[src/sv/shra_pkg.sv]
// Shared types, codes and constants of the segment hit rate accumulator.
// No dependencies; every other file of the block imports this package.
package shra_pkg;

   // Default values of the top-level parameters.
   localparam int TIME_BINS_DEFAULT = 16;
   localparam int LAYERS_DEFAULT = 4;
   localparam int LADDERS_DEFAULT = 16;
   localparam int SENSORS_DEFAULT = 5;
   localparam int COUNTER_WIDTH_DEFAULT = 48;

   // Port field widths.
   localparam int ACTION_W = 2;
   localparam int BIN_PORT_W = 4;
   localparam int PRESENT_W = 2;
   localparam int LAYER_W = 2;
   localparam int LADDER_W = 4;
   localparam int SENSOR_W = 3;
   localparam int CHARGE_W = 20;
   localparam int CAT_W = 2;
   localparam int SEGMENT_W = 7;
   localparam int VALUE_W = 48;

   // The innermost layer keeps a small ladder by sensor map of its own.
   localparam int INNER_LADDERS = 7;
   localparam int INNER_SENSORS = 2;
   localparam int CATEGORIES = 4;

   // Back end sequencing: a hit touches up to five counters per category.
   localparam int HIT_STEPS = 5;
   localparam int STEP_W = 4;

   localparam int JOB_QUEUE_DEPTH = 4;
   localparam int RSP_DEPTH = 2;
   localparam int RSP_CNT_W = $clog2(RSP_DEPTH + 1);

   // Item actions.
   localparam logic [ACTION_W-1:0] ACT_EVENT = 2'd0;
   localparam logic [ACTION_W-1:0] ACT_DIGIT = 2'd1;
   localparam logic [ACTION_W-1:0] ACT_CLUSTER = 2'd2;
   localparam logic [ACTION_W-1:0] ACT_READ = 2'd3;

   // Counter categories.
   localparam logic [CAT_W-1:0] CAT_DIGIT = 2'd0;
   localparam logic [CAT_W-1:0] CAT_HIGH = 2'd1;
   localparam logic [CAT_W-1:0] CAT_LOW = 2'd2;
   localparam logic [CAT_W-1:0] CAT_USUM = 2'd3;

   // Counter operations of the back end.
   localparam logic [1:0] OP_ADD = 2'd0;
   localparam logic [1:0] OP_SET = 2'd1;
   localparam logic [1:0] OP_READ = 2'd2;

   // Counters touched by one hit, in the order the back end visits them.
   localparam logic [STEP_W-1:0] SUB_LAYER = 4'd0;
   localparam logic [STEP_W-1:0] SUB_LADDER = 4'd1;
   localparam logic [STEP_W-1:0] SUB_SENSOR = 4'd2;
   localparam logic [STEP_W-1:0] SUB_TOTAL = 4'd3;
   localparam logic [STEP_W-1:0] SUB_INNER = 4'd4;

   // Segment layout inside one bin and category.
   function automatic int seg_ladder_base(int layers);
      return layers;
   endfunction

   function automatic int seg_sensor_base(int layers, int ladders);
      return layers + layers * ladders;
   endfunction

   function automatic int seg_total(int layers, int ladders, int sensors);
      return layers * (1 + ladders + sensors);
   endfunction

   function automatic int seg_inner(int layers, int ladders, int sensors);
      return seg_total(layers, ladders, sensors) + 1;
   endfunction

   function automatic int seg_events(int layers, int ladders, int sensors);
      return seg_inner(layers, ladders, sensors) + INNER_LADDERS * INNER_SENSORS;
   endfunction

   function automatic int seg_valid(int layers, int ladders, int sensors);
      return seg_events(layers, ladders, sensors) + 1;
   endfunction

   function automatic int seg_count(int layers, int ladders, int sensors);
      return seg_valid(layers, ladders, sensors) + 1;
   endfunction

   // One unit of work for the back end.
   typedef struct packed {
      logic [ACTION_W-1:0] kind;
      logic [BIN_PORT_W-1:0] bin;
      logic digits;
      logic clusters;
      logic [LAYER_W-1:0] layer;
      logic [LADDER_W-1:0] ladder;
      logic [SENSOR_W-1:0] sensor;
      logic high;
      logic u_side;
      logic [CHARGE_W-1:0] charge;
      logic [CAT_W-1:0] cat;
      logic [SEGMENT_W-1:0] seg;
      logic clear;
      logic read_ok;
   } job_type;

   typedef struct packed {
      logic clearing;
      logic busy;
   } back_status_type;

endpackage

[src/sv/shra_job_queue.sv]
// Short job queue between the front end and the back end.
// Uses job_type and JOB_QUEUE_DEPTH from shra_pkg.
module shra_job_queue (
   input logic clock,
   input logic reset,
   input logic push,
   input shra_pkg::job_type item,
   input logic pop,
   output logic full,
   output logic empty,
   output shra_pkg::job_type head
);
   import shra_pkg::*;

   localparam int PTR_W = $clog2(JOB_QUEUE_DEPTH);
   localparam int CNT_W = $clog2(JOB_QUEUE_DEPTH + 1);

   job_type slots_ff [JOB_QUEUE_DEPTH];
   logic [PTR_W-1:0] wr_ptr_ff, wr_ptr_in;
   logic [PTR_W-1:0] rd_ptr_ff, rd_ptr_in;
   logic [CNT_W-1:0] count_ff, count_in;

   always_comb begin
      full = count_ff == CNT_W'(JOB_QUEUE_DEPTH);
      empty = count_ff == '0;
      head = slots_ff[rd_ptr_ff];
      wr_ptr_in = push ? wr_ptr_ff + PTR_W'(1) : wr_ptr_ff;
      rd_ptr_in = pop ? rd_ptr_ff + PTR_W'(1) : rd_ptr_ff;
      count_in = count_ff + CNT_W'(push) - CNT_W'(pop);
   end

   always_ff @(posedge clock) begin
      if (reset) begin
         wr_ptr_ff <= '0;
         rd_ptr_ff <= '0;
         count_ff <= '0;
      end else begin
         wr_ptr_ff <= wr_ptr_in;
         rd_ptr_ff <= rd_ptr_in;
         count_ff <= count_in;
      end
   end

   always_ff @(posedge clock) begin
      if (push) begin
         slots_ff[wr_ptr_ff] <= item;
      end
   end

endmodule

[config.mk]
export PLATFORM = sky130hd
export DESIGN_NAME = shra_job_queue
export DESIGN_NICKNAME = d
export VERILOG_FILES = /design/src/sv/shra_pkg.sv /design/src/sv/shra_job_queue.sv
export SDC_FILE = /design/constraint.sdc
export NUM_CORES = 1
export LEC_CHECK = 0
export ABC_AREA = 1
export BUFFER_PORTS_ARGS = -buffer_cell sky130_fd_sc_hd__buf_2
export CORE_ASPECT_RATIO = 1.2
export CORE_MARGIN = 2
export CORE_UTILIZATION = 50
export DETAILED_ROUTE_END_ITERATION = 7
export PLACE_DENSITY = 0.7
export SLEW_MARGIN = 10
export SYNTH_ARGS = -nofsm -noshare
export SYNTH_HDL_FRONTEND = slang
export SYNTH_SLANG_ARGS = --single-unit
[constraint.sdc]
create_clock -name clock -period 2.85 [get_ports clock]
set_clock_uncertainty 0.15 [all_clocks]
set_input_delay 0.57 -clock clock [delete_from_list [all_inputs] [get_ports clock]]
set_output_delay 0.57 -clock clock [all_outputs]
set_load 0.01 [all_outputs]
# == Yosys cells after proc, flatten, opt, wreduce, memory -nomap -nowiden ==
# Memories as Yosys holds them, arrays and structs flattened. A register that Yosys moved wholly into a read port is not among the register bits.
# Index checks and enable logic that the tools add are counted.
# classes
n_eq_ne,1
muxes,4
n_reduce_logical,1
addsub,4
# ops
operator,count
"2-bit by 1-bit adder with 2-bit output, second input constant",2
2-bit 2-to-1 mux,2
3-bit by 1-bit adder with 3-bit output,1
"3-bit == test, second input constant",1
3-bit logical NOT,1
3-bit by 1-bit subtractor with 3-bit output,1
1-bit 2-to-1 mux,2
# word_totals
elab_cells,14
memories,1
mem_bits_rw,200
register_bits,7
out_inout_bits,52
# memory_table
memory,depth,word_bits,rd,rd_clocked_by_memory_dff,write_ports,line_no,source
slots_ff,4,50,1,1,1,shra_job_queue.sv:18,job_type slots_ff [JOB_QUEUE_DEPTH];

# == Longest topological paths before layout ==
# Gate-level depths: netlist of the first run.
# depth
depth_word,3
ltp_mapped,9
ltp_nobuf,9

# == Least setup slack after synthesis of the first run ==
# OpenSTA, ideal clock, no wires.
# synth_path
kind,input port to flip-flop
from,input push
to,memory slots_ff[2][0] (netlist name) (enable)
setup_slack_ns,0.714
setup_ns,0.404
arrival_time_ns,1.581
stages,2
n_path_buf,0
t_required_ns,2.296
path_cell_list,nand2_1 > inv_1
# synth_between
elab_chain_cells,2
# synth_lines
element,line_no,source
from (decl),shra_job_queue.sv:6,"input logic push,"
1-bit 2-to-1 mux,shra_job_queue.sv:45,if (push) begin
1-bit 2-to-1 mux (implied by the code),shra_job_queue.sv:46,slots_ff[wr_ptr_ff] <= item;
to (decl),shra_job_queue.sv:18,
# No other way between the ends.

==> impl_metrics.csv, run 1 <==
group,metric,value,unit
routing,drt-initial-drc-count,299,
synthesis,synthDistinctLibCells,17,
layout,drive_gt1_frac,0.2319,
routing,detail_route.wirelength,14910,microns
grt,grt_start_max_net_pins,85,
run_status,outcome,"finished clean",
floorplanning,design.die.area,18030,sq um
synthesis,syn_avg_cell_area,13.25,sq um
layout,area.growth.synth_to_final,15.69,%
synthesis,synth.net_count,701,
routing,antenna_violating_nets_post_route,0,
cts,clock_tree.buffer_depth,3,
floorplanning,design.core.area,16720,sq um
setup_path,kind_of_launch_point_of_the_worst_setup_path,"register",
routing,route.detailed.drc,0,
routing,detail_route.wl_per_cell,15.28,microns
power_and_ir_drop,ir_drop_worst_vdd,0.4440,mV
placed_design,hpwl_reported_at_the_end_of_detailed_placement,8909,microns
synthesis,synth_warnings,0,
sta,slew_headroom,0.6780,
sta,fin_setup_tns,0,ns
power_and_ir_drop,report.power.total,6.770,mW
sta,finalHoldViolations,0,
cts,clock_root_buffer,"clkbuf_16",
grt,grt_first_pass_wirelength,23740,microns
routing,route.vias.total,4909,
cts,tritoncts,"yes",
floorplanning,boundaryPins,106,
grt,grt_antenna_before_repair,1,
cts,htree_num_levels,1,
power_and_ir_drop,powerDensity,689.8,nW/um^2
floorplanning,floorplan.rows,52,
floorplanning,initial_core_util,0.5073,
placed_design,i_o_buffers,105,
setup_path,worst-endpoint-required,2.13,ns
sta,finalMaxSlewViolations,0,
cts,postCtsResizedCells,0,
sta,grt_setup_unrepaired,"false",
setup_path,crit_arrival,1.87,ns
setup_path,end_kind,"output port",
layout,finalNetCount,805,
cts,post_cts_hold_fix_bufs,0,
sta,fin_crit_sh,0.9077,
synthesis,synth-seq-cells,209,
grt,global_route.usage.total,0.1684,
grt,grt_pass1_vias,5009,
floorplanning,die_outline_height,146.7,microns
sta,final_period_minus_worst_setup_slack,2.587,ns
placed_design,gp_congestion,0.7472,
routing,detail_route.vias_per_cell,5.030,
run,max-cap-violations,0,
sta,timing.fmax,0.3865,GHz
cts,postCtsSetupBuffers,0,
min_path,worst_hold_path_type,"in -> reg",
cts,clock_insertion_delay_worst_skew,0.48,ns
cts,cts_buffers,21,
synthesis,post_synth_inst_count,640,
cts,clk_transition_reported_paths,0.06,ns
setup_path,worst-path-max-fanout,84,
sta,timing.final.setup_violations,0,
routing,firstDrtPassIters,7,
setup_path,worst-setup-path-type,"reg -> out",
synthesis,yosysSeqAreaShare,0.7292,
power_and_ir_drop,leakage,3.857,nW
sta,worst_slew_pin_slew,0.4824,ns
synthesis,synth.cell_area,8483,sq um
grt,grt.overflow.total,0,
cts,numClockSinks,209,
floorplanning,chipWidth,122.9,microns
-- layout by cell type, fill, tap and decap left out, types with 2 or more instances in the layout --
cell       synthesis  routed
o211ai_2          26      26
clkbuf_8           0       2
dfxtp_1            9       7
buf_12             0       7
buf_4              2       2
clkbuf_16          0      21
nor2_1             4       4
nand2_1          108     108
a21oi_1           56      56
clkinv_2           0       5
edfxtp_1         200     200
ha_1               6       6
o21ai_1           50      50
clkinv_1           0       2
inv_1            117     113
clkbuf_1           0       6
dfxtp_4            0       2
inv_2              0       4
o21ai_0            4       4
buf_2             14     105
o211ai_1          24      24
-- report_power, final --
| group | switching (mW) | total (mW) | internal [mW] |
|---|---|---|---|
| registers | 0.0544 | 3.57 | 3.51 |
| clock network | 1.04 | 2.54 | 1.50 |
| logic | 0.420 | 0.661 | 0.241 |
-- metal layers --
layer,global-route usage,up-vias,share of wire
li1,-,2420,-
met1,0.1973,2358,0.41
met2,0.3000,111,0.51
met3,0.03984,20,0.061
met4,0.05575,0,0.018
met5,0,-,0
-- stage by stage --
step | hold WS [ns] | utilization | setup slack [ns] | instances | area (sq um)
4_1_cts | 0.09823 | 0.5868 | 0.2457 | 975 | 9812
3_3_place_gp | 0.2975 | 0.5481 | 0.7921 | 937 | 9165
5_1_grt | 0.1091 | 0.5868 | 0.1231 | 975 | 9812
2_1_floorplan | 0.2856 | - | 0.7144 | 640 | 8483
6_report | 0.1225 | 0.5870 | 0.2630 | 976 | 9814
3_5_place_dp | 0.2991 | 0.5481 | 0.7677 | 937 | 9165
-- state kept, by name (all words and copies together) (netlist names), named ones only --
name       count
wr_ptr_ff      2
slots_ff     200
count_ff       3
rd_ptr_ff      2
-- cell type report --
class                      instances  area (sq um)
multi-input combinational        281          1582
tap                              216         270.3
fill                            1316          6907
timing repair buffer             114         680.7
antenna                            1         2.502
sequential                       209          6193
clock buffer                      29         575.6
inverter                         117         439.2
clock inverter                     9         71.32
-- worst max-delay path: stages, from the launching register on --
cell,delay (ns)
dfxtp_4,0.54
buf_12,0.35
a21oi_1,0.13
o21ai_1,0.09
nand2_1,0.06
buf_2,0.15
-- cells by family (layout without fill, tap and decap cells) --
group                    count (synthesis)  in the layout  share of synthesized area
buffers and inverters                  150            269                    0.08437
AO/OA/AOI/OAI                          160            160                     0.1245
adder cells (fa/ha/maj)                  7              7                    0.01121
other                                    0              1                          0
flip-flops                             209            209                     0.7292
AND/OR/NAND/NOR                        114            114                    0.05074
-- cells in the mapped netlist --
master / count / area share
edfxtp_1: 200 / 0.71
inv_1: 117 / 0.052
nand2_1: 108 / 0.048
a21oi_1: 56 / 0.033
o21ai_1: 50 / 0.029
o211ai_2: 26 / 0.038
o211ai_1: 24 / 0.021
buf_6: 17 / 0.023
buf_2: 14 / 0.0083
dfxtp_1: 9 / 0.021
ha_1: 6 / 0.0088
nor2_1: 4 / 0.0018
o21ai_0: 4 / 0.0024
buf_4: 2 / 0.0018
fa_1: 1 / 0.0024
nand3_1: 1 / 0.00059
nor3_1: 1 / 0.00059
-- final timing paths --
path / start / to / slack, ns / depth (start not counted)
hold reg to reg: rd_ptr_ff[1] / register / 0.31 / 2
setup / recovery: register / head[9] / 0.26 / 5
setup reg to reg: wr_ptr_ff[1] / slots_ff[1][33] / 1.06 / 5
hold / removal: reset / count_ff[1] / 0.12 / 2
Note: power is estimated with default switching activity, not from simulation.
==> run 2, diff against run 1 <==
GPL_ROUTABILITY_DRIVEN = 0   (was unset)
RECOVER_POWER = 25   (was unset)
==> run 2 against run 1 <==
First-iteration DRC count fell by 1.0%; core utilization is 0.25 points lower; global-route usage unchanged; critical endpoint unchanged; largest power group unchanged.
==> impl_metrics.csv, run 2 (synthesis gave the netlist of run 1 again) <==
group,metric,value,unit
run_status,outcome,"finished clean",
sta,worst_slew_pin_slew,0.4837,ns
sta,finalHoldViolations,0,
cts,htree_num_levels,1,
routing,detail_route.wirelength,14870,microns
cts,clock_insertion_delay_worst_skew,0.48,ns
routing,firstDrtPassIters,4,
placed_design,dp.cells,937,
layout,registers.top_by_ff_count,"slots_ff",
cts,clock_tree.buffer_depth,3,
sta,fin_setup_tns,0,ns
placed_design,hpwl_reported_at_the_end_of_detailed_placement,8909,microns
grt,grt.overflow.total,0,
routing,route.detailed.drc,0,
setup_path,worst_path_max_delay_cell,"dfxtp_4",
grt,grt_start_max_net_pins,85,
min_path,worstHoldEndpoint,"count_ff[1]",
run,max-cap-violations,0,
setup_path,ff2ff_path_depth,5,
power_and_ir_drop,switching_power,1.510,mW
setup_path,crit_path_cell_trace,"buf_12 > a21oi_1 > o21ai_1 > nand2_1 > buf_2",
sta,slew_headroom,0.6770,
power_and_ir_drop,power_report.internal_total,5.250,mW
power_and_ir_drop,power.share.combinational,0.097,
cts,numClockSinks,209,
layout,area.growth.synth_to_final,15.19,%
layout,drive_gt1_frac,0.1871,
placed_design,i_o_buffers,105,
routing,antenna_violating_nets_post_route,0,
power_and_ir_drop,powerDensity,691.8,nW/um^2
layout,fillerInstances,1328,
min_path,worst_hold_path_type,"in -> reg",
floorplanning,design.core.area,16720,sq um
layout,most-common-layout-cells,"200 x edfxtp_1, 113 x inv_1, 108 x nand2_1, 71 x buf_2, 56 x a21oi_1",
setup_path,worst_reg2reg_path_endpoint,"slots_ff[1][29]",
floorplanning,chipWidth,122.9,microns
sta,grt_setup_unrepaired,"false",
layout,max_ffs_per_register,200,
grt,grt_pass1_vias,5009,
sta,fin_ws,0.2619,ns
setup_path,kind_of_launch_point_of_the_worst_setup_path,"register",
floorplanning,initial_core_util,0.5073,
min_path,timing.hold.worst.start,"reset",
routing,route.vias.total,4923,
sta,timing.fmax,0.3864,GHz
setup_path,worst-endpoint-required,2.13,ns
layout,finalCoreUtilization,0.5844,
power_and_ir_drop,leakage,3.763,nW
setup_path,crit_arrival,1.87,ns
routing,drt-initial-drc-count,296,
layout,final-instance-count-excl-fill,976,
cts,post_cts_hold_fix_bufs,0,
setup_path,end_kind,"output port",
setup_path,worst-setup-path-type,"reg -> out",
setup_path,path_delay_family,"flip-flops",
setup_path,cp_slowest_stage_delay,0.54,ns
floorplanning,design.die.area,18030,sq um
routing,detail_route.vias_per_cell,5.044,
power_and_ir_drop,switching_share,0.2234,
setup_path,r2r-start,"wr_ptr_ff[1]",
grt,grt_antenna_before_repair,1,
layout,layout.cells.most_common,"edfxtp_1",
floorplanning,boundaryPins,106,
cts,cts_buffers,21,
routing,detail_route.wl_per_cell,15.24,microns
min_path,timing.hold.worst_path_depth,2,
cts,postCtsResizedCells,0,
cts,postCtsSetupBuffers,0,
grt,grt_first_pass_wirelength,23740,microns
floorplanning,die_outline_height,146.7,microns
cts,clk_transition_reported_paths,0.06,ns
sta,fin_crit_sh,0.9081,
floorplanning,floorplan.rows,52,
power_and_ir_drop,power.share.sequential,0.528,
setup_path,worst-path-max-fanout,84,
layout,design_area,9772,sq um
grt,global_route.usage.total,0.1684,
power_and_ir_drop,power.share.clock,0.376,
layout,reg_top3,"slots_ff (200), count_ff (3)",
sta,fin_worst_hold_slack,0.1227,ns
cts,clock_root_buffer,"clkbuf_16",
setup_path,r2r_slack,1.06,ns
layout,finalNetCount,805,
placed_design,place_ws,0.7677,ns
sta,finalMaxSlewViolations,0,
setup_path,cp_num_buf_inv,2,
sta,timing.final.setup_violations,0,
power_and_ir_drop,ir_drop_worst_vdd,0.4440,mV
sta,final_period_minus_worst_setup_slack,2.588,ns
placed_design,placement.cell_area,9165,sq um
power_and_ir_drop,report.power.total,6.760,mW
cts,tritoncts,"yes",
-- run 2: worst reg2reg max path, cell delays in order (launching register included) --
cell and delay [ns]:
dfxtp_1 0.33, inv_1 0.10, ha_1 0.15, nand2_1 0.06, inv_2 0.36, buf_12 0.31
-- run 2: area by class of cell --
class                      instances  area, sq um  area share
antenna                            1        2.502   0.0002561
clock inverter                     9        71.32    0.007298
timing repair buffer             114        638.1     0.06530
tap                              216        270.3     0.02766
multi-input combinational        281         1582      0.1618
clock buffer                      29        575.6     0.05890
sequential                       209         6193      0.6338
inverter                         117        439.2     0.04494
-- run 2: power groups by stage --
stage,logic (mW),registers [mW],clock network [mW]
2_1_floorplan,0.438,3.61,0
3_3_place_gp,0.646,3.62,0
3_5_place_dp,0.673,3.63,0
4_1_cts,0.677,3.57,2.61
5_1_grt,0.740,3.58,2.72
6_report,0.654,3.57,2.54
-- run 2: worst max path at each step --
stage	slack (ns)	to	startpoint	cells past startpoint
finish	0.26	head[9]	register	5
global route	0.12	head[18]	register	5
CTS	0.25	head[23]	register	5
detailed placement	0.77	head[26]	register	5
global placement	0.79	count_ff[2]	pop	9
floorplan	0.71	slots_ff[2][0]	push	2
-- run 2: routing by layer --
metal / GRT usage / up-vias / wire (microns)
met5: 0 / - / 0
met4: 0.05575 / 0 / 274
met3: 0.03984 / 20 / 1040
met2: 0.3000 / 137 / 7683
met1: 0.1973 / 2347 / 5876
li1: - / 2419 / -
