File: src/sv/shra_pkg.sv
// Shared types, codes and constants of the segment hit rate accumulator.
// No dependencies; every other file of the block imports this package.
package shra_pkg;

   // Default values of the top-level parameters.
   localparam int TIME_BINS_DEFAULT = 16;
   localparam int LAYERS_DEFAULT = 4;
   localparam int LADDERS_DEFAULT = 16;
   localparam int SENSORS_DEFAULT = 5;
   localparam int COUNTER_WIDTH_DEFAULT = 48;

   // Port field widths.
   localparam int ACTION_W = 2;
   localparam int BIN_PORT_W = 4;
   localparam int PRESENT_W = 2;
   localparam int LAYER_W = 2;
   localparam int LADDER_W = 4;
   localparam int SENSOR_W = 3;
   localparam int CHARGE_W = 20;
   localparam int CAT_W = 2;
   localparam int SEGMENT_W = 7;
   localparam int VALUE_W = 48;

   // The innermost layer keeps a small ladder by sensor map of its own.
   localparam int INNER_LADDERS = 7;
   localparam int INNER_SENSORS = 2;
   localparam int CATEGORIES = 4;

   // Back end sequencing: a hit touches up to five counters per category.
   localparam int HIT_STEPS = 5;
   localparam int STEP_W = 4;

   localparam int JOB_QUEUE_DEPTH = 4;
   localparam int RSP_DEPTH = 2;
   localparam int RSP_CNT_W = $clog2(RSP_DEPTH + 1);

   // Item actions.
   localparam logic [ACTION_W-1:0] ACT_EVENT = 2'd0;
   localparam logic [ACTION_W-1:0] ACT_DIGIT = 2'd1;
   localparam logic [ACTION_W-1:0] ACT_CLUSTER = 2'd2;
   localparam logic [ACTION_W-1:0] ACT_READ = 2'd3;

   // Counter categories.
   localparam logic [CAT_W-1:0] CAT_DIGIT = 2'd0;
   localparam logic [CAT_W-1:0] CAT_HIGH = 2'd1;
   localparam logic [CAT_W-1:0] CAT_LOW = 2'd2;
   localparam logic [CAT_W-1:0] CAT_USUM = 2'd3;

   // Counter operations of the back end.
   localparam logic [1:0] OP_ADD = 2'd0;
   localparam logic [1:0] OP_SET = 2'd1;
   localparam logic [1:0] OP_READ = 2'd2;

   // Counters touched by one hit, in the order the back end visits them.
   localparam logic [STEP_W-1:0] SUB_LAYER = 4'd0;
   localparam logic [STEP_W-1:0] SUB_LADDER = 4'd1;
   localparam logic [STEP_W-1:0] SUB_SENSOR = 4'd2;
   localparam logic [STEP_W-1:0] SUB_TOTAL = 4'd3;
   localparam logic [STEP_W-1:0] SUB_INNER = 4'd4;

   // Segment layout inside one bin and category.
   function automatic int seg_ladder_base(int layers);
      return layers;
   endfunction

   function automatic int seg_sensor_base(int layers, int ladders);
      return layers + layers * ladders;
   endfunction

   function automatic int seg_total(int layers, int ladders, int sensors);
      return layers * (1 + ladders + sensors);
   endfunction

   function automatic int seg_inner(int layers, int ladders, int sensors);
      return seg_total(layers, ladders, sensors) + 1;
   endfunction

   function automatic int seg_events(int layers, int ladders, int sensors);
      return seg_inner(layers, ladders, sensors) + INNER_LADDERS * INNER_SENSORS;
   endfunction

   function automatic int seg_valid(int layers, int ladders, int sensors);
      return seg_events(layers, ladders, sensors) + 1;
   endfunction

   function automatic int seg_count(int layers, int ladders, int sensors);
      return seg_valid(layers, ladders, sensors) + 1;
   endfunction

   // One unit of work for the back end.
   typedef struct packed {
      logic [ACTION_W-1:0] kind;
      logic [BIN_PORT_W-1:0] bin;
      logic digits;
      logic clusters;
      logic [LAYER_W-1:0] layer;
      logic [LADDER_W-1:0] ladder;
      logic [SENSOR_W-1:0] sensor;
      logic high;
      logic u_side;
      logic [CHARGE_W-1:0] charge;
      logic [CAT_W-1:0] cat;
      logic [SEGMENT_W-1:0] seg;
      logic clear;
      logic read_ok;
   } job_type;

   typedef struct packed {
      logic clearing;
      logic busy;
   } back_status_type;

endpackage

File: src/sv/shra_rsp_fifo.sv
// Result queue in front of the output ports; two entries deep.
// Uses VALUE_W, RSP_DEPTH and RSP_CNT_W from shra_pkg.
module shra_rsp_fifo (
   input logic clock,
   input logic reset,
   input logic push,
   input logic [shra_pkg::VALUE_W-1:0] value,
   input logic pop,
   output logic empty,
   output logic [shra_pkg::RSP_CNT_W-1:0] count,
   output logic [shra_pkg::VALUE_W-1:0] head
);
   import shra_pkg::*;

   localparam int PTR_W = $clog2(RSP_DEPTH);

   logic [VALUE_W-1:0] slots_ff [RSP_DEPTH];
   logic [PTR_W-1:0] wr_ptr_ff, wr_ptr_in;
   logic [PTR_W-1:0] rd_ptr_ff, rd_ptr_in;
   logic [RSP_CNT_W-1:0] count_ff, count_in;
   logic do_pop;

   always_comb begin
      empty = count_ff == '0;
      count = count_ff;
      head = slots_ff[rd_ptr_ff];
      do_pop = pop && !empty;
      wr_ptr_in = push ? wr_ptr_ff + PTR_W'(1) : wr_ptr_ff;
      rd_ptr_in = do_pop ? rd_ptr_ff + PTR_W'(1) : rd_ptr_ff;
      count_in = count_ff + RSP_CNT_W'(push) - RSP_CNT_W'(do_pop);
   end

   always_ff @(posedge clock) begin
      if (reset) begin
         wr_ptr_ff <= '0;
         rd_ptr_ff <= '0;
         count_ff <= '0;
      end else begin
         wr_ptr_ff <= wr_ptr_in;
         rd_ptr_ff <= rd_ptr_in;
         count_ff <= count_in;
      end
   end

   always_ff @(posedge clock) begin
      if (push) begin
         slots_ff[wr_ptr_ff] <= value;
      end
   end

endmodule

File: config.mk
export PLATFORM = sky130hd
export DESIGN_NAME = shra_rsp_fifo
export DESIGN_NICKNAME = d
export VERILOG_FILES = /design/src/sv/shra_pkg.sv /design/src/sv/shra_rsp_fifo.sv
export SDC_FILE = /design/constraint.sdc
export NUM_CORES = 1
export LEC_CHECK = 0
export BUFFER_PORTS_ARGS = -buffer_cell sky130_fd_sc_hd__buf_2
export CAP_MARGIN = 20
export CORE_ASPECT_RATIO = 0.8
export CORE_UTILIZATION = 56
export CTS_BUF_LIST = sky130_fd_sc_hd__clkbuf_16
export DETAILED_ROUTE_END_ITERATION = 6
export MAX_ROUTING_LAYER = met4
export PLACE_DENSITY = 0.93
export SETUP_SLACK_MARGIN = 0.05
export SKIP_CTS_REPAIR_TIMING = 1
export SLEW_MARGIN = 20
export SYNTH_ARGS = -nofsm -noshare
export SYNTH_HDL_FRONTEND = slang
export SYNTH_SLANG_ARGS = --single-unit
File: constraint.sdc
create_clock -name clock -period 8.9 [get_ports clock]
set_input_delay 2.67 -clock clock [delete_from_list [all_inputs] [get_ports clock]]
set_output_delay 2.67 -clock clock [all_outputs]
set_load 0.01 [all_outputs]
== Word-level counts from Yosys, hierarchy flattened ==
Memories as Yosys holds them, arrays and structs flattened. A register that Yosys moved wholly into a read port is not among the register bits.
Index checks and enable logic that the tools add are counted.
Storage, ports and cells
  memories kept: 1
  memory bits (writable): 96
  output and inout bits: 51
  input bits: 52
  flip-flop bits (word level): 4
Cells by class
  add/sub/neg operators: 4
  reductions and logical operators: 3
  mux-type cells: 4
Memories
  slots_ff: depth 2, bits a word 48, read ports 1, clocked after Yosys merged registers in 1, write ports 1, line shra_rsp_fifo.sv:17  | logic [VALUE_W-1:0] slots_ff [RSP_DEPTH];
Operator list (count)
  $mux 1: 4
  $add 1x1->1 const B: 2
  $add 2x1->2: 1
  $logic_not 2->1: 1
  $sub 2x1->2: 1
  $logic_and 1x1->1: 1
  $logic_not 1->1: 1

== Logic depth before layout (Yosys ltp) ==
Gate-level depths: netlist (run 1).
  depth after elaboration: 5
  depth in mapped cells: 6
  mapped depth without buffers: 6

== Worst setup path after synthesis (run 1) ==
Ideal clock, no wire load.
  kind: input-to-reg
  from: input port push
  to: memory slots_ff[0][0] (enable)
  arrival: 4.801 ns
  setup time: 0.459 ns
  stages on the path: 1
  path slack: 3.640 ns
  data required time: 8.441 ns
  cell sequence: nor2b_1
On the way
  cells in the longest elaborated chain, start to end: 2
Ends and longest elaborated chain
  from (decl): line shra_rsp_fifo.sv:6  | input logic push,
  $mux 1: line shra_rsp_fifo.sv:46  | if (push) begin
  $mux 1 (implied by the code): line shra_rsp_fifo.sv:47  | slots_ff[wr_ptr_ff] <= value;
  to (decl): line shra_rsp_fifo.sv:17
No other way between the ends.

==> summary.md, run 1 <==
| Metric | Value |
|---|---|
| Post-synth top area cell | edfxtp_1 |
| Avg WL per Cell | 16.2 µm |
| CP Launch Type | flop |
| Most frequent cells in the layout | 102 x buf_2, 96 x edfxtp_1, 30 x mux2_2 |
| R2r startpoint | count[1] |
| Initial Util | between 50% and 60% |
| Clock Sinks | 101 |
| Critical path class | flop to output port |
| Post-route ant nets | 0 |
| Critical path fanouts, max | 48 |
| # diodes | 0 |
| Die ar. | just over 0.007 mm² |
| Post-layout min period | 4.50 ns |
| Synth Area in Compound Gates | less than 1% |
| Synth area leaders | edfxtp_1 76%, mux2_2 8.9%, mux2_4 8.0% |
| Register area share after synthesis | 79.0% |
| Layout cells sized above 1 | 59.3% |
| Commonest non-fill, non-tap cell in the layout | buf_2 |
| Core area | about 0.0064 mm² |
| Hold_sp | rd_ptr_ff |
| RSZ-0062 raised after global routing | no |
| Cells on worst reg2reg path | 6 |
| H-tree depth | 3 |
| Final Cycle Share | approximately 51% |
| CTS tree | built |
| Die H | 75.4 µm |
| Final Max Tran Viols | 0 |
| Final non-filler cell total | 369 |
| HPWL after detailed placement | 3980 µm |
| Routed WL | 5980 µm |
| Synth Net Count | 225 |
| Final net count | 335 |
| Slew @ Worst Pin | 0.739 ns |
| Hold Crit Class | flop to flop |
| Critical Path AT | 1.83 ns |
| XOR/XNOR share of the synthesized area | 0.828% |
| Via/cell ratio | around 5.1 |
| Final setup fails | 0 |
| Clk_lat worst skew | 0.33 ns |
| CP max stage cell | buf_4 |
| Clock Root Buffer | clkbuf_16 |
| Fin Clk Skew | 0.00578 ns |
| Pin count of the biggest net entering global routing | 49 |
| Crit path required time | 6.23 ns |
| Vias in the first global route | 1750 |
| Setup_tns | 0 ns |
| Max clock buf depth | 2 |
| Pwr/cell area | between 200 and 300 mW/mm² |
| Die Width | 93.8 µm |
| Total number of vias | about 1900 |
| Drc violations | 0 |
| Critical Path Max Stage Delay | 0.57 ns |
| Clock-pin slew on the worst setup and hold paths | 0.06 ns |
| Post-Syn Instances | 171 |
| Synth Area in Adders | 0.663% |
| Antenna violations before repair | 0 |
| Max cap viols | 0 |
| Routability cong. | roughly 0.7 |
| Flop2flop setup slack | 7.48 ns |
| Slew HR | 50.7% |
| 1st-iter DRT viols | 80 |
| Rows | 26 |
| Post-layout instance area | 0.00463 mm² |
| Final Core Density | 71.9% |
| Worst vdd ir | just under 0.0002 V |
| Input/output buffers | 102 |
| PnR Total Power | roughly 1200 µW |
| TritonCTS Buffers | 9 |
| Outcome | finished clean |
| Cell area after placement | 0.00437 mm² |
| Synth Warn # | 0 |
| Crit path cell chain | buf_4 > mux2_2 > buf_2 |
| Fin. Hold Viols | 0 |
| First-pass GRT wire length | ~8600 µm |
| Syn Area/Cell | 22.1 µm² |
| RR Endpoint | count[1] |
| Pre-antenna DRT Iters | 6 |
| GR Util All Layers | between 10% and 20% |
| Pleak | 0.00180 µW |
| Synth unique cells | 14 |
| Post-synthesis simple-gate area fraction | 1.06% |
| #FFs+latches synth | ~100 |
| # IOs | 103 |
| Layout Area Growth over Synthesis | 22.7% |
| Grt total ovfl | 0 |
| Share of synthesized area spent on multiplexers | 16.9% |
| Top cell type's share of synthesized area | around 76% |
| Placed instance count | 354 |
| Fmax | 222 MHz |
| Setup crit end kind | output port |
| Hold depth | 2 |
| Post-Syn Area | 0.00378 mm² |
| Main combinational cell family by area after synthesis | multiplexers |
state kept, by name, summed over array words and instances, names as in the netlist, named ones only:
register	count
slots_ff	96
count	2
rd_ptr_ff	1
wr_ptr_ff	1
routing by layer:
metal | share of wire, % | wire length (µm) | track usage, %
met1 | 44 | 2640 | 22.7
met2 | 47 | 2840 | 28.0
met3 | 7.7 | 458 | 7.09
met4 | 0.74 | 44 | 4.62
met5 | 0 | 0 | -
cell usage after synthesis, drive strengths merged:
master  number
edfxtp      96
mux2        50
buf          5
dfxtp        5
nor2         4
nor2b        3
ha           2
inv          2
and2         1
o21a         1
xnor2        1
xnor3        1
final cells by class:
class                   count  area [µm²]
fillers                   427        1810
inverters                   2        7.51
clock inverters             6        33.8
well taps                  84         105
clock buffers               9         225
flip-flops and latches    101        2980
multi-input cells          63         752
repair buffers            104         526
worst max-delay path by stage:
stage / slack [ns] / endpoint / startpoint / cells past startpoint
finish: 4.40 / head[16] / flop / 3
global route: 4.33 / head[45] / flop / 3
CTS: 4.38 / head[45] / flop / 3
detailed placement: 4.75 / slots_ff[1][29] / push / 2
global placement: 4.76 / head[45] / flop / 3
floorplan: 3.64 / slots_ff[0][0] / push / 1
metrics by stage:
stage / setup slack (ns) / hold WS (ns)
final: 4.40 / 0.605
after global routing: 4.33 / 0.648
after CTS: 4.38 / 0.608
after detailed placement: 4.75 / 0.592
after global placement: 4.76 / 0.565
after floorplan: 3.64 / 0.496
where the power goes:
group / internal, µW / switching (µW)
combinational: 133 / 119
clock: 185 / 150
sequential: 559 / 12.3
cell families after synthesis:
family | Yosys count
simple gates | 8
mux | 50
fa+ha+maj | 2
xor+xnor | 2
flops | 101
compound gates | 1
buf+inv | 7
critical path: cells and delay by family (launching register included):
family   cells  cell delay [ns]
buf+inv      2             0.71
mux          1             0.43
flops        1             0.32
No activity file was read; power rests on OpenSTA's default activity.
==> inputs of run 2 (changes only) <==
Settings changed: CORE_UTILIZATION 56 to 52, PLACE_DENSITY 0.93 to 0.88.
Clock period 8.9 ns to 4.7 ns, I/O delays scaled along.
==> summary.md, run 2 (synthesized netlist as in run 1, its figures left out) <==
| Metric | Value |
|---|---|
| R2r startpoint | wr_ptr_ff |
| Final net count | around 340 |
| Total number of vias | between 1500 and 2000 |
| Slew @ Worst Pin | 0.846 ns |
| Grt total ovfl | 0 |
| Clock-pin slew on the worst setup and hold paths | 0.06 ns |
| Antenna violations before repair | 0 |
| Outcome | finished clean |
| H-tree depth | 3 |
| Final Cycle Share | 72.7% |
| Die ar. | 0.00761 mm² |
| Max clock buf depth | 2 |
| Clk_lat worst skew | 0.33 ns |
| Die Width | 97.3 µm |
| Routed WL | 5780 µm |
| Most frequent cells in the layout | 102 x buf_2, 96 x edfxtp_1, 30 x mux2_2 |
| Clock Sinks | 101 |
| Layout cells sized above 1 | 59.1% |
| Crit path required time | 3.29 ns |
| # IOs | 103 |
| Setup_tns | 0 ns |
| Commonest non-fill, non-tap cell in the layout | buf_2 |
| 1st-iter DRT viols | between 50 and 60 |
| Avg WL per Cell | 15.5 µm |
| Fmax | 293 MHz |
| Rows | 27 |
| Final Max Tran Viols | 0 |
| GR Util All Layers | between 10% and 20% |
| Critical path fanouts, max | 33 |
| Hold Crit Class | flop to flop |
| Fin Clk Skew | 0.00325 ns |
| Routability cong. | 0.673 |
| Hold_sp | rd_ptr_ff |
| RSZ-0062 raised after global routing | no |
| Input/output buffers | 102 |
| Uppermost routed layer | met4 |
| Worst vdd ir | between 0.0003 and 0.0004 V |
| Via/cell ratio | 4.99 |
| Setup crit end kind | output port |
| Max cap viols | 0 |
| Max FFs per register | 96 |
| Met2 WL post-DR | around 2900 µm |
| Drc violations | 0 |
| CP Launch Type | flop |
| Slew HR | a little over two fifths |
| TritonCTS Buffers | 9 |
| Die H | 78.2 µm |
| Post-route ant nets | 0 |
| Clock Root Buffer | clkbuf_16 |
| Critical path class | flop to output port |
| Final Core Density | 67.3% |
| CTS tree | built |
| # diodes | 0 |
| Pwr/cell area | about 490 mW/mm² |
| Final setup fails | 0 |
| Fin. Hold Viols | 0 |
| HPWL after detailed placement | 3810 µm |
| Initial Util | 54.3% |
| Top reg by flops | slots_ff |
| First-pass GRT wire length | 8780 µm |
| Wl on met1 | 2420 µm |
| Cell area after placement | between 0.004 and 0.005 mm² |
| Post-layout min period | 3.42 ns |
| Critical Path AT | 2.01 ns |
| Post-layout instance area | around 0.0047 mm² |
| Vias in the first global route | approximately 1900 |
| Pin count of the biggest net entering global routing | 49 |
| Layout Area Growth over Synthesis | 24.1% |
| WL met3 | 403 µm |
| Core area | around 0.0070 mm² |
| Pleak | 0.00183 µW |
| Pre-antenna DRT Iters | 4 |
[run 2: path summary, 6_finish.rpt]
kind	end	slack, ns	cells after the start
worst max-delay path	head[10]	1.28	3
worst min-delay path	rd_ptr_ff	0.61	2
worst max register to register	slots_ff[0][9]	2.91	2
worst min register to register	rd_ptr_ff	0.61	2
[run 2: area by class of cell]
cell class	count	area [µm²]
Inverter	2	7.51
Multi-Input combinational cell	63	752
Tap cell	87	109
Sequential cell	101	2980
Clock buffer	9	225
Fill cell	494	2270
Timing Repair Buffer	104	526
Clock inverter	7	82.6
[run 2: worst max-delay path: stages (launching register included)]
cell and delay [ns]:
dfxtp_2 0.60, buf_4 0.51, mux2_2 0.40, buf_2 0.14
[run 2: layer usage]
metal  GRT usage, %  up-vias
met5              -        -
met4           3.53        0
met3           6.23        7
met2           26.7       77
met1           18.5      894
li1               -      882
[run 2: per-stage QoR]
step | total power [µW] | setup WS (ns) | hold WS [ns] | cells
2_1_floorplan | 1430 | 0.700 | 0.496 | 171
3_5_place_dp | 1580 | 1.61 | 0.589 | 357
6_report | 2300 | 1.28 | 0.611 | 373
3_3_place_gp | 1570 | 1.62 | 0.560 | 357
5_1_grt | 2400 | 1.14 | 0.643 | 373
4_1_cts | 2320 | 1.25 | 0.609 | 373
[run 2: power by group]
group	internal [µW]	leakage [µW]	switching (µW)
Combinational	251	0.000734	204
Clock	459	0.000153	288
Sequential	1060	0.000943	40.5
==> inputs of run 3 (changes only) <==
Clock period 4.7 ns to 3.3 ns, I/O delays scaled along.
==> summary.md, run 3 (synthesized netlist as in run 1, its figures left out) <==
| Metric | Value |
|---|---|
| HPWL after detailed placement | 4040 µm |
| Avg WL per Cell | ~16 µm |
| # IOs | about 100 |
| R2r startpoint | wr_ptr_ff |
| Worst vdd ir | 0.000353 V |
| First-pass GRT wire length | 9560 µm |
| Critical Path Max Stage Delay | 0.56 ns |
| Total number of vias | 1920 |
| Final Cycle Share | 81.2% |
| Slew HR | 59.2% |
| Setup_tns | 0 ns |
| Fin. Hold Viols | 0 |
| Multi-input gate area | 751 µm² |
| Clock Root Buffer | clkbuf_16 |
| Post-layout instance area | 0.00469 mm² |
| Slew @ Worst Pin | 0.613 ns |
| H-tree depth | 3 |
| Final Core Density | 67.4% |
| Vias in the first global route | approximately 1900 |
| Core area | ~0.007 mm² |
| Layout Area Growth over Synthesis | 24.2% |
| Routability cong. | 0.747 |
| Clock-pin slew on the worst setup and hold paths | 0.06 ns |
| Die H | 78.2 µm |
| Flop2flop setup slack | 1.73 ns |
| Hold-critical path endpoint | wr_ptr_ff |
| GR Util All Layers | between 10% and 20% |
| Input/output buffers | 102 |
| TritonCTS Buffers | 9 |
| Fillers | 487 |
| Max FFs per register | 96 |
| Antenna violations before repair | 0 |
| Max clock buf depth | 2 |
| Initial Util | 54.3% |
| Pleak | 0.00183 µW |
| Critical path fanouts, max | 14 |
| Final Max Tran Viols | 0 |
| Reg area | roughly 0.003 mm² |
| Outcome | finished clean |
| Rows | 27 |
| Die ar. | roughly 0.0076 mm² |
| Clk_lat worst skew | 0.33 ns |
| Setup crit end kind | output port |
| Critical path class | flop to output port |
| Hold Crit Class | flop to flop |
| Drc violations | 0 |
| Pwr/cell area | 676 mW/mm² |
| Crit path cell chain | buf_4 > mux2_2 > buf_2 |
| CP max stage cell | dfxtp_2 |
| RSZ-0062 raised after global routing | no |
| Fmax | between 300 and 400 MHz |
| Fin Clk Skew | 0.00525 ns |
| Family with the most delay on the worst path | flip-flops |
| CP Launch Type | flop |
| Pre-antenna DRT Iters | 4 |
| Cell area after placement | around 0.0044 mm² |
| Clock Sinks | about 100 |
| CTS tree | built |
| Final net count | 338 |
| Via/cell ratio | between 5 and 6 |
| Final setup fails | 0 |
| Layout cells sized above 1 | between 60% and 70% |
| Top reg by flops | slots_ff |
| # diodes | 0 |
| Hold depth | 2 |
| Pin count of the biggest net entering global routing | 26 |
| Post-route ant nets | 0 |
| Commonest non-fill, non-tap cell in the layout | buf_2 |
| Most frequent cells in the layout | 102 x buf_2, 96 x edfxtp_1, 30 x mux2_2 |
| Crit path required time | roughly 2.3 ns |
| RR Endpoint | slots_ff[1][32] |
| 1st-iter DRT viols | 77 |
| Grt total ovfl | 0 |
| Post-layout min period | approximately 2.7 ns |
| Cells on worst reg2reg path | 2 |
| Hold_sp | wr_ptr_ff |
| Max cap viols | 0 |
| Routed WL | 5970 µm |
| Die Width | 97.3 µm |
| Critical Path AT | 1.69 ns |
| Buf/Inv on CP | 2 |
## run 3: changes by cell type in the layout (fill, tap and decap cells not counted), sizes merged
cell,previous run,this run
buf,104,107
bufinv,2,0
clkinv,2,4
inv,4,3
## run 3: worst max path at each step
stage | cells past startpoint | from | slack (ns) | to
floorplan | 1 | push | 0.61 | slots_ff[0][0]
global placement | 3 | flop | 1.02 | head[47]
detailed placement | 3 | flop | 0.98 | head[9]
CTS | 3 | flop | 0.61 | head[9]
global route | 3 | flop | 0.56 | head[40]
finish | 3 | flop | 0.62 | head[9]
## run 3: cell type report
cell class	count	area share, %
flip-flops and latches	101	63.6
multi-input cells	63	16.0
repair buffers	107	12.2
clock buffers	9	4.80
well taps	87	2.32
clock inverters	6	0.854
inverters	2	0.160
## run 3: worst register-to-register path, cell delays in order (launching register included)
cell and delay (ns):
dfxtp_1 0.40, and2_2 0.58, buf_12 0.28
## run 3: per-layer routing
layer | up-vias | global-route usage (%) | share of wire (%)
li1 | 892 | - | -
met1 | 930 | 21.3 | 43
met2 | 86 | 27.7 | 48
met3 | 12 | 5.25 | 7.4
met4 | 0 | 6.76 | 1.7
met5 | - | - | 0
## run 3: power breakdown
| part | internal (µW) | switching, µW | total, µW |
|---|---|---|---|
| combinational | 374 | 306 | 680 |
| sequential | 1510 | 52.4 | 1560 |
| clock | 506 | 426 | 932 |
| total | 2390 | 784 | 3170 |
## run 3: stage by stage
step           hold WS (ns)  std cells  setup WS (ns)  total power (µW)
4_1_cts               0.579        375          0.614              3210
3_5_place_dp          0.573        360          0.984              2270
3_3_place_gp          0.565        360           1.02              2250
2_1_floorplan         0.515        171          0.615              2040
5_1_grt               0.621        375          0.555              3300
6_report              0.579        375          0.621              3170
